--- src/rtl/core/du128_pkg.sv ---
// Package for the 128-bit unsigned divider.
// Holds the operand and result transaction types, control structs and FSM states.
// No dependencies.
package du128_pkg;

    localparam int FIELD_W = 64;

    typedef struct packed {
        logic [FIELD_W-1:0] dividend_high;
        logic [FIELD_W-1:0] dividend_low;
        logic [FIELD_W-1:0] divisor_high;
        logic [FIELD_W-1:0] divisor_low;
    } t_operands;

    typedef struct packed {
        logic [FIELD_W-1:0] quotient_high;
        logic [FIELD_W-1:0] quotient_low;
        logic [FIELD_W-1:0] remainder_high;
        logic [FIELD_W-1:0] remainder_low;
        logic               divide_by_zero;
    } t_result;

    typedef struct packed {
        logic load;
        logic step;
    } t_dp_cmd;

    typedef struct packed {
        logic divisor_zero;
    } t_dp_status;

    typedef enum logic [1:0] {
        ST_IDLE,
        ST_RUN,
        ST_DONE
    } t_state;

endpackage

--- src/rtl/core/divide_u128_with_remainder.sv ---
// Top level of the 128-bit unsigned divider with remainder.
// Depends on du128_pkg, du128_ctrl and du128_dp.
//
// Channel   Direction  Handshake                 Payload
// operands  in         start & !busy             i_operands (t_operands)
// result    out        o_done, one-cycle strobe  o_result   (t_result)
//
// A transaction runs from acceptance through the one-bit-per-cycle subtract loop
// (ST_RUN) to the o_done strobe (ST_DONE).
// A zero divisor skips the loop: the strobe follows in the cycle after acceptance.
// busy is low in the strobe cycle, so the next transaction may start there.
// Reset is synchronous and clears only the controller; the receiver cannot stall.
module divide_u128_with_remainder #(
    parameter int HALF_WIDTH = 64
) (
    input  logic                 i_clk,
    input  logic                 i_rst_n,
    input  logic                 start,
    output logic                 busy,
    input  du128_pkg::t_operands i_operands,
    output logic                 o_done,
    output du128_pkg::t_result   o_result
);
    import du128_pkg::*;

    t_dp_cmd    dp_cmd;
    t_dp_status dp_status;

    du128_ctrl #(
        .HALF_WIDTH(HALF_WIDTH)
    ) u_ctrl (
        .i_clk    (i_clk),
        .i_rst_n  (i_rst_n),
        .start    (start),
        .busy     (busy),
        .o_done   (o_done),
        .i_status (dp_status),
        .o_cmd    (dp_cmd)
    );

    du128_dp #(
        .HALF_WIDTH(HALF_WIDTH)
    ) u_dp (
        .i_clk      (i_clk),
        .i_cmd      (dp_cmd),
        .i_operands (i_operands),
        .o_status   (dp_status),
        .o_result   (o_result)
    );

endmodule

--- src/rtl/core/du128_dp.sv ---
// Datapath of the 128-bit unsigned divider: restoring shift-subtract, one bit per step.
// Depends on du128_pkg.
module du128_dp #(
    parameter int HALF_WIDTH = 64
) (
    input  logic                   i_clk,
    input  du128_pkg::t_dp_cmd     i_cmd,
    input  du128_pkg::t_operands   i_operands,
    output du128_pkg::t_dp_status  o_status,
    output du128_pkg::t_result     o_result
);
    import du128_pkg::*;

    localparam int W = 2 * HALF_WIDTH;

    logic [W-1:0] r_quo, n_quo;
    logic [W-1:0] r_rem, n_rem;
    logic [W-1:0] r_div, n_div;
    logic         r_dbz, n_dbz;

    logic [W-1:0] in_dividend;
    logic [W-1:0] in_divisor;
    logic [W-1:0] rem_shift;
    logic [W+1:0] diff;
    logic         geq;

    assign in_dividend = {i_operands.dividend_high[HALF_WIDTH-1:0],
                          i_operands.dividend_low[HALF_WIDTH-1:0]};
    assign in_divisor  = {i_operands.divisor_high[HALF_WIDTH-1:0],
                          i_operands.divisor_low[HALF_WIDTH-1:0]};

    assign o_status.divisor_zero = (in_divisor == '0);

    assign rem_shift = {r_rem[W-2:0], r_quo[W-1]};
    assign diff      = {1'b0, r_rem[W-1], rem_shift} - {2'b00, r_div};
    assign geq       = ~diff[W+1];

    always_comb begin
        n_quo = r_quo;
        n_rem = r_rem;
        n_div = r_div;
        n_dbz = r_dbz;
        if (i_cmd.load) begin
            n_div = in_divisor;
            if (in_divisor == '0) begin
                n_quo = '1;
                n_rem = '1;
                n_dbz = 1'b1;
            end else begin
                n_quo = in_dividend;
                n_rem = '0;
                n_dbz = 1'b0;
            end
        end else if (i_cmd.step) begin
            n_rem = geq ? diff[W-1:0] : rem_shift;
            n_quo = {r_quo[W-2:0], geq};
        end
    end

    always_ff @(posedge i_clk) begin
        r_quo <= n_quo;
        r_rem <= n_rem;
        r_div <= n_div;
        r_dbz <= n_dbz;
    end

    assign o_result.quotient_high  = FIELD_W'(r_quo[W-1:HALF_WIDTH]);
    assign o_result.quotient_low   = FIELD_W'(r_quo[HALF_WIDTH-1:0]);
    assign o_result.remainder_high = FIELD_W'(r_rem[W-1:HALF_WIDTH]);
    assign o_result.remainder_low  = FIELD_W'(r_rem[HALF_WIDTH-1:0]);
    assign o_result.divide_by_zero = r_dbz;

endmodule

--- src/rtl/core/du128_ctrl.sv ---
// Controller of the 128-bit unsigned divider: accepts a transaction, counts steps,
// strobes the result. Depends on du128_pkg.
module du128_ctrl #(
    parameter int HALF_WIDTH = 64
) (
    input  logic                   i_clk,
    input  logic                   i_rst_n,
    input  logic                   start,
    output logic                   busy,
    output logic                   o_done,
    input  du128_pkg::t_dp_status  i_status,
    output du128_pkg::t_dp_cmd     o_cmd
);
    import du128_pkg::*;

    localparam int STEPS = 2 * HALF_WIDTH;
    localparam int CW    = $clog2(STEPS);

    t_state        r_state, n_state;
    logic [CW-1:0] r_cnt, n_cnt;
    logic          accept;
    logic          last_step;

    assign accept    = start && (r_state != ST_RUN);
    assign last_step = (r_cnt == CW'(STEPS - 1));

    // next state
    always_comb begin
        n_state = r_state;
        case (r_state)
            ST_IDLE, ST_DONE: begin
                if (accept) begin
                    n_state = i_status.divisor_zero ? ST_DONE : ST_RUN;
                end else begin
                    n_state = ST_IDLE;
                end
            end
            ST_RUN: begin
                if (last_step) begin
                    n_state = ST_DONE;
                end
            end
            default: n_state = ST_IDLE;
        endcase
    end

    always_comb begin
        n_cnt = r_cnt;
        if (accept) begin
            n_cnt = '0;
        end else if (r_state == ST_RUN) begin
            n_cnt = r_cnt + 1'b1;
        end
    end

    // outputs
    always_comb begin
        o_cmd.load = accept;
        o_cmd.step = 1'b0;
        busy       = 1'b0;
        o_done     = 1'b0;
        case (r_state)
            ST_RUN: begin
                o_cmd.step = 1'b1;
                busy       = 1'b1;
            end
            ST_DONE: begin
                o_done = 1'b1;
            end
            default: begin
            end
        endcase
    end

    always_ff @(posedge i_clk) begin
        if (!i_rst_n) begin
            r_state <= ST_IDLE;
            r_cnt   <= '0;
        end else begin
            r_state <= n_state;
            r_cnt   <= n_cnt;
        end
    end

endmodule
--- config.mk ---
export PLATFORM = sky130hd
export DESIGN_NAME = divide_u128_with_remainder
export DESIGN_NICKNAME = d
export VERILOG_FILES = /design/src/rtl/core/du128_pkg.sv /design/src/rtl/core/divide_u128_with_remainder.sv /design/src/rtl/core/du128_dp.sv /design/src/rtl/core/du128_ctrl.sv
export SDC_FILE = /design/constraint.sdc
export NUM_CORES = 1
export LEC_CHECK = 0
export BUFFER_PORTS_ARGS = -buffer_cell sky130_fd_sc_hd__buf_2
export CAP_MARGIN = 20
export CORE_MARGIN = 8
export CORE_UTILIZATION = 25
export CTS_BUF_LIST = sky130_fd_sc_hd__clkbuf_8
export DETAILED_ROUTE_END_ITERATION = 8
export GPL_TIMING_DRIVEN = 0
export PLACE_DENSITY = 0.51
export REMOVE_ABC_BUFFERS = 1
export SLEW_MARGIN = 30
export SYNTH_ARGS = -nofsm -noshare
export SYNTH_HDL_FRONTEND = slang
export SYNTH_SLANG_ARGS = --single-unit
--- constraint.sdc ---
create_clock -name i_clk -period 7.1 [get_ports i_clk]
set_input_delay 0.71 -clock i_clk [delete_from_list [all_inputs] [get_ports i_clk]]
set_output_delay 0.71 -clock i_clk [all_outputs]
set_load 0.005 [all_outputs]
# After elaboration in Yosys (flattened, before gate mapping)

Cells that the tools add are included.

$add $sub $neg: 2
Multipliers: 0
Div/mod/pow operators: 0
Magnitude comparators: 0
Eq/ne operators: 5
Shift-type cells: 0
Mux-type cells: 14
Bitwise gates (word level): 2
Reductions and logical operators: 6

Operators with widths:

| operator            | count |
|---|---|
| $mux 128            | 7 |
| $sub 129x128->130   | 1 |
| $logic_not 128->1   | 1 |
| $add 7x1->7 const B | 1 |
| $eq 7x7->1 const B  | 1 |
| $mux 2              | 3 |
| $ne 2x1->1 const B  | 2 |
| $pmux 2 s2          | 1 |
| $reduce_or 2->1     | 2 |
| $mux 1              | 3 |
| $eq 2x1->1 const B  | 1 |
| $eq 2x2->1 const B  | 1 |
| $logic_not 2->1     | 1 |
| $not 1->1           | 2 |
| $reduce_bool 2->1   | 1 |
| $logic_and 1x1->1   | 1 |

Register bits after elaboration: 394
Latch bits: 0
Bits in writable memories: 0
ROM bits: 0
Output and inout port bits: 259
Word-level logic and storage cells: 35
Memories kept: 0

# Depth between registers and ports, before layout

Gate-level depths: netlist (run 1).

Depth in word-level cells: 4
Mapped depth: 18
Gate-level depth less buffers: 16

# Cells and area by module

From an unflattened synthesis (run 1), not the netlist that was laid out.

Cells, all modules: 2845
Area total of the unflattened synthesis: 25512.0 µm²

Modules (own cells, without submodules):

| module     | times used | cells an instance | area an instance (µm²) | seq. area each (µm²) |
|---|---|---|---|---|
| du128_dp   | 1          | 2795              | 25077.8                | 11561.1 |
| du128_ctrl | 1          | 50                | 434.2                  | 180.2 |

# Least setup slack after synthesis (run 1)

Ideal clock, no wire load.

Path kind: input to register
From: input port start
To: register u_dp.r_quo[0], enable pin
Library setup time: 0.664 ns
Arrival: 6.837 ns
Data required time: 6.436 ns
Setup slack: -0.401 ns
Stages: 1
Path through: nand2b_1

Word-level cells in the longest chain between the ends: 2

RTL lines:

| item                        | line                             | source |
|---|---|---|
| from (decl)                 | divide_u128_with_remainder.sv:18 | `input logic start,` |
| $logic_and 1x1->1           | du128_ctrl.sv:24                 | `assign accept = start && (r_state != ST_RUN);` |
| $reduce_bool 2->1 (no line) | --                               |  |
| to (signal assigned)        | du128_dp.sv:61                   | `r_quo <= n_quo;` |
| to (decl)                   | du128_dp.sv:16                   | `logic [W-1:0] r_quo, n_quo;` |

No other way between the ends.
A chain may end at the register's enable or synchronous reset.

# Worst setup path after layout (run 1)

From: register u_dp.r_quo[127]
To: register u_dp.r_rem[122], data pin

Word-level cells in the longest chain between the ends: 4

RTL lines:

| item                      | line           | source |
|---|---|---|
| $sub 129x128->130         | du128_dp.sv:35 | `assign diff = {1'b0, r_rem[W-1], rem_shift} - {2'b00, r_div};` |
| $mux 128                  | du128_dp.sv:55 | `n_rem = geq ? diff[W-1:0] : rem_shift;` |
| $mux 128                  | du128_dp.sv:54 | `end else if (i_cmd.step) begin` |
| $mux 128                  | du128_dp.sv:43 | `if (i_cmd.load) begin` |
| named net u_dp.n_rem[122] | du128_dp.sv:17 | `logic [W-1:0] r_rem, n_rem;` |
| to (signal assigned)      | du128_dp.sv:62 | `r_rem <= n_rem;` |
| to (decl)                 | du128_dp.sv:17 |  |

The timed path passes the listed nets, and every way through them passes these cells. The select of a mux whose other input is x is not followed.

==> summary.md, run 1 <==
| Metric | Value |
|---|---|
| TNS Setup | `0 ns` |
| Post-CTS resize count | `0` |
| Rel. slew slack | `between 20 and 25%` |
| Post-Syn Instances | `2777` |
| Drt first pass iters | `6` |
| Via-per-instance ratio | `4.93` |
| Post-synth cell types | `81` |
| Chip width | `~330 um` |
| Row count | `116` |
| Startpoint types | `flop` |
| CTS root buf | `clkbuf_8` |
| Drt drc | `0` |
| Die H | `about 330 um` |
| Reg2reg start | `u_dp.r_quo[127]$_DFFE_PP_` |
| PD cells | `365 mW/mm2` |
| Final period utilization | `73.6%` |
| Most frequent cells after synthesis | `472 x nand2_1, 385 x edfxtp_1, 319 x o21ai_0` |
| Largest family of logic cells by synthesized area | `compound AO/OA/AOI/OAI gates` |
| Reg2reg path depth | `16` |
| RePlAce Congestion | `0.906` |
| Fmax | `191 MHz` |
| Global Route met1 Usage | `21.9%` |
| RSZ-0062 raised after global routing | `false` |
| Worst-path clk slew | `0.07 ns` |
| Syn Std Cell Area | `~0.025 mm2` |
| Gr ovfl total | `0` |
| First-pass GRT wire length | `roughly 150000 um` |
| Final nets | `3619` |
| Pwr Total | `11.3 mW` |
| Max-Cap Viols | `0` |
| Largest net degree at the start of global routing | `89` |
| Yosys top cell by area | `edfxtp_1` |
| Dpl ws | `1.85 ns` |
| Syn Area/Cell | `9.07 um2` |
| Input/output buffers | `517` |
| Hold_sp | `i_operands[67]` |
| Adder-cell share of the synthesized area | `about 6.5%` |
| Antenna Nets Post-Route | `0` |
| Yosys top cell area share | `between 40% and 50%` |
| Setup WS post-layout | `1.87 ns` |
| Dominant cell by count in the synthesized netlist | `nand2_1` |
| Tmin final | `~5.2 ns` |
| R2R Setup Slk | `1.87 ns` |
| Ports | `518` |
| Starting Density | `25.2%` |
| Busiest layer in global routing | `met2` |
| Number of warnings issued by yosys | `0` |
| GR Util met2 | `27.4%` |
| Critical Path AT | `5.68 ns` |
| H-Tree Depth | `3` |
| Avg WL per Cell | `21.7 um` |
| Proportion of synthesized area in mux cells | `roughly 1%` |
| #FFs+latches synth | `394` |
| Cells taking the most area after synthesis | `edfxtp_1 46%, nand2_1 7.0%, ha_1 6.4%, o21ai_0 6.3%, a21oi_1 6.3%` |
| Final wirelength | `99700 um` |
| Synth Area in XOR/XNOR | `4.03%` |
| CTS buffer count | `79` |
| Synth Area in Compound Gates | `20.8%` |
| Status | `completed` |
| Post-Synth Simple-Gate Area | `15.5%` |
| Critical Path End Type | `flop` |
| Pin slew with the least headroom to its limit | `around 1.2 ns` |
| Number of synthesized flops with an enable pin | `385` |
| Critical path peak fanout | `3` |
| Post-synth ARST share | `0%` |
| Post-CTS Setup Bufs | `0` |
| Worst EP required | `7.55 ns` |
| Gr usage total | `17.2%` |
| Area grow syn2layout | `23.0%` |
| Peak VDD IR | `142 uV` |
| Worst clock skew | `0.0354 ns` |
| Clk sink count | `394` |
| Lkg Pwr | `13.4 nW` |
| Top FF cell, synth | `edfxtp_1` |
| Dpl cell area | `0.0295 mm2` |
| Setup Viol. Count Final | `0` |
| Clk_lat worst skew | `approximately 0.70 ns` |
| Worst min path class | `input pin to flop` |
| Setup CP Type | `flop to flop` |
| WHS Path Cells | `1` |
| Reg2reg end | `u_dp.r_rem[122]$_DFFE_PP_` |
| CTS tree | `built` |
| Slew Limit Fails | `0` |
| Met3 GRT Util | `under 10%` |
| Layout cells sized above 1 | `between 20% and 30%` |
| Core Area | `roughly 0.10 mm2` |
| Cell area after layout | `between 0.03 and 0.04 mm2` |
| 1st-iter DRT viols | `about 1700` |
| Final hold violation count | `0` |
| CTS Hold Bufs | `0` |
| Part of the Yosys area used for sequential elements | `46.6%` |
| WHS Endpoint | `u_dp.r_div[67]$_DFFE_PP_` |
| Vias | `22700` |
| DP HPWL | `around 78000 um` |
| Number of global-route vias before repair | `23200` |
| CTS Buffer Depth | `3` |
| Initial antenna violation count | `25` |
| Die ar. | `0.111 mm2` |
-- cell type report --
| cell class | count | area [um2] |
|---|---|---|
| Antenna cell | 13 | 32.5 |
| Clock buffer | 80 | 1100 |
| Clock inverter | 57 | 330 |
| Fill cell | 10600 | 69000 |
| Inverter | 174 | 661 |
| Multi-Input combinational cell | 2031 | 12100 |
| Sequential cell | 394 | 11700 |
| Tap cell | 1298 | 1620 |
| Timing Repair Buffer | 550 | 3400 |
-- logic make-up (layout without fill, tap and decap cells) --
| group | after synthesis | in the layout |
|---|---|---|
| adders and majority gates | 130 | 130 |
| AOI/OAI and AO/OA | 897 | 897 |
| muxes | 25 | 25 |
| other | 0 | 13 |
| and+or+nand+nor | 863 | 863 |
| buffers and inverters | 352 | 861 |
| xor gates and xnor gates | 116 | 116 |
| DFF | 394 | 394 |
-- metal layers --
layer	part of all wire (%)	wire (um)	vias to the layer above
met5	0.080	80	-
met4	3.2	3220	12
met3	7.4	7340	154
met2	46	45500	717
met1	44	43500	10800
li1	-	-	11000
-- cells in the final DEF (no fill, tap or decap), drive strengths merged, types with 7 or more instances in the layout --
cell,n
nor4,47
a21boi,12
xnor2,64
ha,129
dfxtp,9
o221ai,8
nor3,24
diode,13
o21a,21
nand2b,30
o211ai,13
or3,7
nand2,473
and2,8
nand4,89
nor2,121
nand3,22
o31ai,12
xor2,52
or2,9
a21oi,326
o21bai,42
a21o,64
nor2b,13
edfxtp,385
mux2i,23
inv,204
clkinv,25
clkbuf,80
a31oi,18
o21ai,330
buf,550
a211oi,9
-- power by group --
part | internal (mW) | total, mW | switching (mW)
combinational | 2.17 | 5.55 | 3.38
sequential | 3.16 | 3.52 | 0.359
clock | 1.13 | 2.25 | 1.12
-- worst max path at each step --
stage | start | endpoint | slack [ns] | depth (start not counted)
2_1_floorplan | start | u_dp.r_rem[101]$_DFFE_PP_ | -5.23 | 4
3_3_place_gp | start | u_dp.r_rem[95]$_DFFE_PP_ | -21.24 | 5
3_5_place_dp | u_dp.r_quo[127]$_DFFE_PP_ | u_dp.r_rem[111]$_DFFE_PP_ | 1.85 | 16
4_1_cts | u_dp.r_quo[127]$_DFFE_PP_ | u_dp.r_rem[111]$_DFFE_PP_ | 1.79 | 16
5_1_grt | u_dp.r_rem[1]$_DFFE_PP_ | u_dp.r_rem[111]$_DFFE_PP_ | 1.48 | 15
6_report | u_dp.r_quo[127]$_DFFE_PP_ | u_dp.r_rem[122]$_DFFE_PP_ | 1.87 | 16
-- state kept, by name (all words and copies together), names as in the netlist --
register	cells
u_ctrl.r_cnt	7
u_ctrl.r_state	2
u_dp.r_dbz	1
u_dp.r_div	128
u_dp.r_quo	128
u_dp.r_rem	128
-- through the flow --
| stage | hold slack (ns) | cells | util (%) |
|---|---|---|---|
| after floorplan | 0.454 | 2599 | - |
| after global placement | 0.469 | 4414 | 28.6 |
| after detailed placement | 0.481 | 4447 | 29.5 |
| after CTS | 0.0782 | 4584 | 31.0 |
| after global routing | 0.122 | 4590 | 31.0 |
| final | 0.204 | 4597 | 31.0 |
-- critical path, stage by stage (launching register included) --
cell and delay (ns):
edfxtp_1 0.39, inv_1 0.06, ha_1 0.23, fa_1 0.41, nand2b_1 0.21, a21o_1 0.23, a211o_1 0.30, a21oi_1 0.24
o31ai_1 0.24, a211oi_1 0.81, o211ai_1 0.23, a21oi_1 0.67, a21oi_1 0.25, nor2_1 0.24, o21bai_1 0.13, mux2i_1 0.15
a21o_1 0.19
Note: power is estimated with default switching activity, not from simulation.
==> inputs of run 2 (changes only) <==
clock period = 4.4 ns   (was 7.1 ns; I/O delays follow)
==> run 2 against run 1 <==
Worst setup slack lost 1.7 ns; flip-flop and latch count stayed put; cell count increased by 5.4%; sequential power rose by 62%; routed wire length rose by 3.3%; critical path type unchanged; largest cell class unchanged.
==> summary.md, run 2 (synthesized netlist as in run 1, its figures left out) <==
| Metric | Value |
|---|---|
| CP delay by family, top | `compound AO/OA/AOI/OAI gates` |
| Lkg Pwr | `14.5 nW (+8.6%)` |
| Layout cells sized above 1 | `21.6% (+0.33 points)` |
| Antenna Nets Post-Route | `0 (unchanged)` |
| Row count | `116 (unchanged)` |
| Max incr delay on CP | `0.50 ns (-0.31 ns)` |
| Avg WL per Cell | `21.2 um (-2.0%)` |
| RePlAce Congestion | `0.906 (unchanged)` |
| Setup Viol. Count Final | `0 (unchanged)` |
| Die H | `333 um (unchanged)` |
| Final nets | `3875 (+7.1%)` |
| Status | `completed` |
| CTS buffer count | `79 (unchanged)` |
| Peak VDD IR | `233 uV (+64%)` |
| CTS tree | `built` |
| Slew Limit Fails | `0 (unchanged)` |
| Worst EP required | `4.95 ns (-2.60 ns)` |
| Worst min path class | `input pin to flop` |
| Input/output buffers | `517 (unchanged)` |
| Reg2reg end | `u_dp.r_rem[127]$_DFFE_PP_` |
| Startpoint types | `flop` |
| Ports | `518 (unchanged)` |
| Reg2reg path depth | `14 (-2)` |
| Clk sink count | `394 (unchanged)` |
| CTS Buffer Depth | `3 (unchanged)` |
| Commonest non-fill, non-tap cells in the layout | `517 x buf_2, 469 x nand2_1, 385 x edfxtp_1` |
| Largest net degree at the start of global routing | `89 (unchanged)` |
| Chip width | `333 um (unchanged)` |
| Number of global-route vias before repair | `24500 (+5.8%)` |
| Reg2reg start | `u_dp.r_rem[56]$_DFFE_PP_` |
| PD cells | `555 mW/mm2 (+52%)` |
| Gr usage total | `17.7% (+0.51 points)` |
| Slowest cell on the critical path | `ha_1` |
| Buf/Inv on CP | `0 (-1)` |
| CTS root buf | `clkbuf_8` |
| Max-Cap Viols | `0 (unchanged)` |
| Drt first pass iters | `8 (+2)` |
| Rel. slew slack | `25.3% (+3.4 points)` |
| Worst clock skew | `0.0390 ns (+0.00361 ns)` |
| First-pass GRT wire length | `153000 um (+3.7%)` |
| H-Tree Depth | `3 (unchanged)` |
| Via-per-instance ratio | `4.91 (-0.46%)` |
| Area grow syn2layout | `34.4%` |
| Final wirelength | `103000 um (+3.3%)` |
| Clk_lat worst skew | `0.71 ns (about the same)` |
| RSZ-0062 raised after global routing | `true` |
| Worst-path clk slew | `0.07 ns (about the same)` |
| Fmax | `236 MHz (+23%)` |
| WHS Endpoint | `u_dp.r_div[105]$_DFFE_PP_` |
| Core Area | `0.100 mm2 (unchanged)` |
| 1st-iter DRT viols | `1676 (-2.7%)` |
| Drt drc | `0 (unchanged)` |
| Final Util | `33.9% (+2.9 points)` |
| Tmin final | `4.24 ns (-0.993 ns)` |
| Die ar. | `0.111 mm2 (unchanged)` |
| DP HPWL | `78000 um (unchanged)` |
| Hold_sp | `i_operands[105]` |
| Largest regs | `u_dp.r_div (128), u_dp.r_quo (128), u_dp.r_rem (128)` |
| Pin slew with the least headroom to its limit | `1.11 ns (-0.0508 ns)` |
| Critical Path AT | `4.79 ns (-0.89 ns)` |
| Critical path peak fanout | `10 (+7)` |
| Critical-path cell list | `ha_1, nand4_1, or3_1, a2bb2oi_1, a21bo_2, o211ai_1, a31oi_2, o21a_1, o21bai_2, a21oi_2, o21a_1, nor4_2, mux2_1, a21oi_1` |
| WHS Path Cells | `1 (unchanged)` |
| Vias | `23800 (+4.9%)` |
| Initial antenna violation count | `8 (-68%)` |
| Setup WS post-layout | `0.164 ns (-1.71 ns)` |
| Filler cell count | `10300 (-2.4%)` |
| R2R Setup Slk | `0.16 ns (-1.71 ns)` |
| Final hold violation count | `0 (unchanged)` |
| Starting Density | `25.2% (unchanged)` |
| Pwr Total | `18.8 mW (+66%)` |
| Most used cell, CP | `o21a_1` |
| Critical Path End Type | `flop` |
| Most common cell after layout, fill and taps aside | `buf_2` |
| Setup CP Type | `flop to flop` |
| Gr ovfl total | `0 (unchanged)` |
| Dpl ws | `-0.848 ns (-2.70 ns)` |
| Final period utilization | `96.3% (+23 points)` |
## run 2: changes by cell type in the layout (fill, tap and decap cells not counted), moves of 4 or more
cell | previous run | this run
a21oi_1 | 318 | 313
ha_2 | 0 | 10
dlygate4sd3_1 | 0 | 238
o31ai_1 | 10 | 6
a21oi_4 | 0 | 5
diode_2 | 13 | 5
ha_1 | 129 | 116
o21ai_0 | 319 | 315
buf_4 | 0 | 17
## run 2: how the worst max path moves through the flow
stage,start,to,slack (ns),depth (start not counted)
6_report,u_dp.r_rem[56]$_DFFE_PP_,u_dp.r_rem[127]$_DFFE_PP_,0.16,14
5_1_grt,u_dp.r_rem[68]$_DFFE_PP_,u_dp.r_rem[127]$_DFFE_PP_,-0.07,14
4_1_cts,u_dp.r_rem[1]$_DFFE_PP_,u_dp.r_rem[7]$_DFFE_PP_,0.01,17
3_5_place_dp,u_dp.r_quo[127]$_DFFE_PP_,u_dp.r_rem[111]$_DFFE_PP_,-0.85,16
3_3_place_gp,start,u_dp.r_rem[95]$_DFFE_PP_,-23.67,5
2_1_floorplan,u_ctrl.r_state[1]$_SDFFE_PN0P_,u_dp.r_rem[101]$_DFFE_PP_,-7.69,5
## run 2: power by group
part / switching (mW) / internal [mW] / total, mW
combinational: 5.66 / 3.82 / 9.48
clock: 1.81 / 1.83 / 3.63
sequential: 0.591 / 5.10 / 5.69
## run 2: layout make-up
| class | instances | area, um2 | area share (%) |
|---|---|---|---|
| diodes | 5 | 12.5 | 0.0369 |
| repair buffers | 806 | 5930 | 17.5 |
| well taps | 1298 | 1620 | 4.79 |
| clock inverters | 57 | 330 | 0.975 |
| multi-input cells | 2031 | 12500 | 36.8 |
| flip-flops and latches | 394 | 11700 | 34.7 |
| inverters | 174 | 661 | 1.95 |
| clock buffers | 80 | 1100 | 3.25 |
## run 2: stage by stage
stage          setup TNS, ns  hold slack (ns)  std cells  instance area, um2
3_5_place_dp          -55.17            0.481       4447               29500
3_3_place_gp               -            0.469       4414               28600
2_1_floorplan       -3270.81            0.454       2599               24400
4_1_cts                    0          0.00167       4834               33600
6_report                   0            0.116       4845               33900
5_1_grt               -0.111           0.0219       4842               33900
## run 2: worst register-to-register path, stage by stage, from the launching register on
cell and delay [ns]:
edfxtp_1 0.45, ha_1 0.50, nand4_1 0.28, or3_1 0.41
a2bb2oi_1 0.13, a21bo_2 0.22, o211ai_1 0.09, a31oi_2 0.13
o21a_1 0.34, o21bai_2 0.32, a21oi_2 0.14, o21a_1 0.25
nor4_2 0.30, mux2_1 0.36, a21oi_1 0.15
## run 2: repair_timing
item	CTS	global route
buffers inserted	12	6
endpoints found under the hold margin	239	0
pin swaps	14	13
gates resized for setup	28	43
hold buffers	238	0
endpoints found under the setup margin	128	48
## run 2: layer usage
| metal | vias up | global-route usage (%) | share of wire [%] |
|---|---|---|---|
| met3 | 172 | 4.43 | 6.6 |
| li1 | 11500 | - | - |
| met1 | 11400 | 22.7 | 44 |
| met4 | 4 | 7.09 | 3.6 |
| met5 | - | 0 | 0.026 |
| met2 | 770 | 28.4 | 46 |
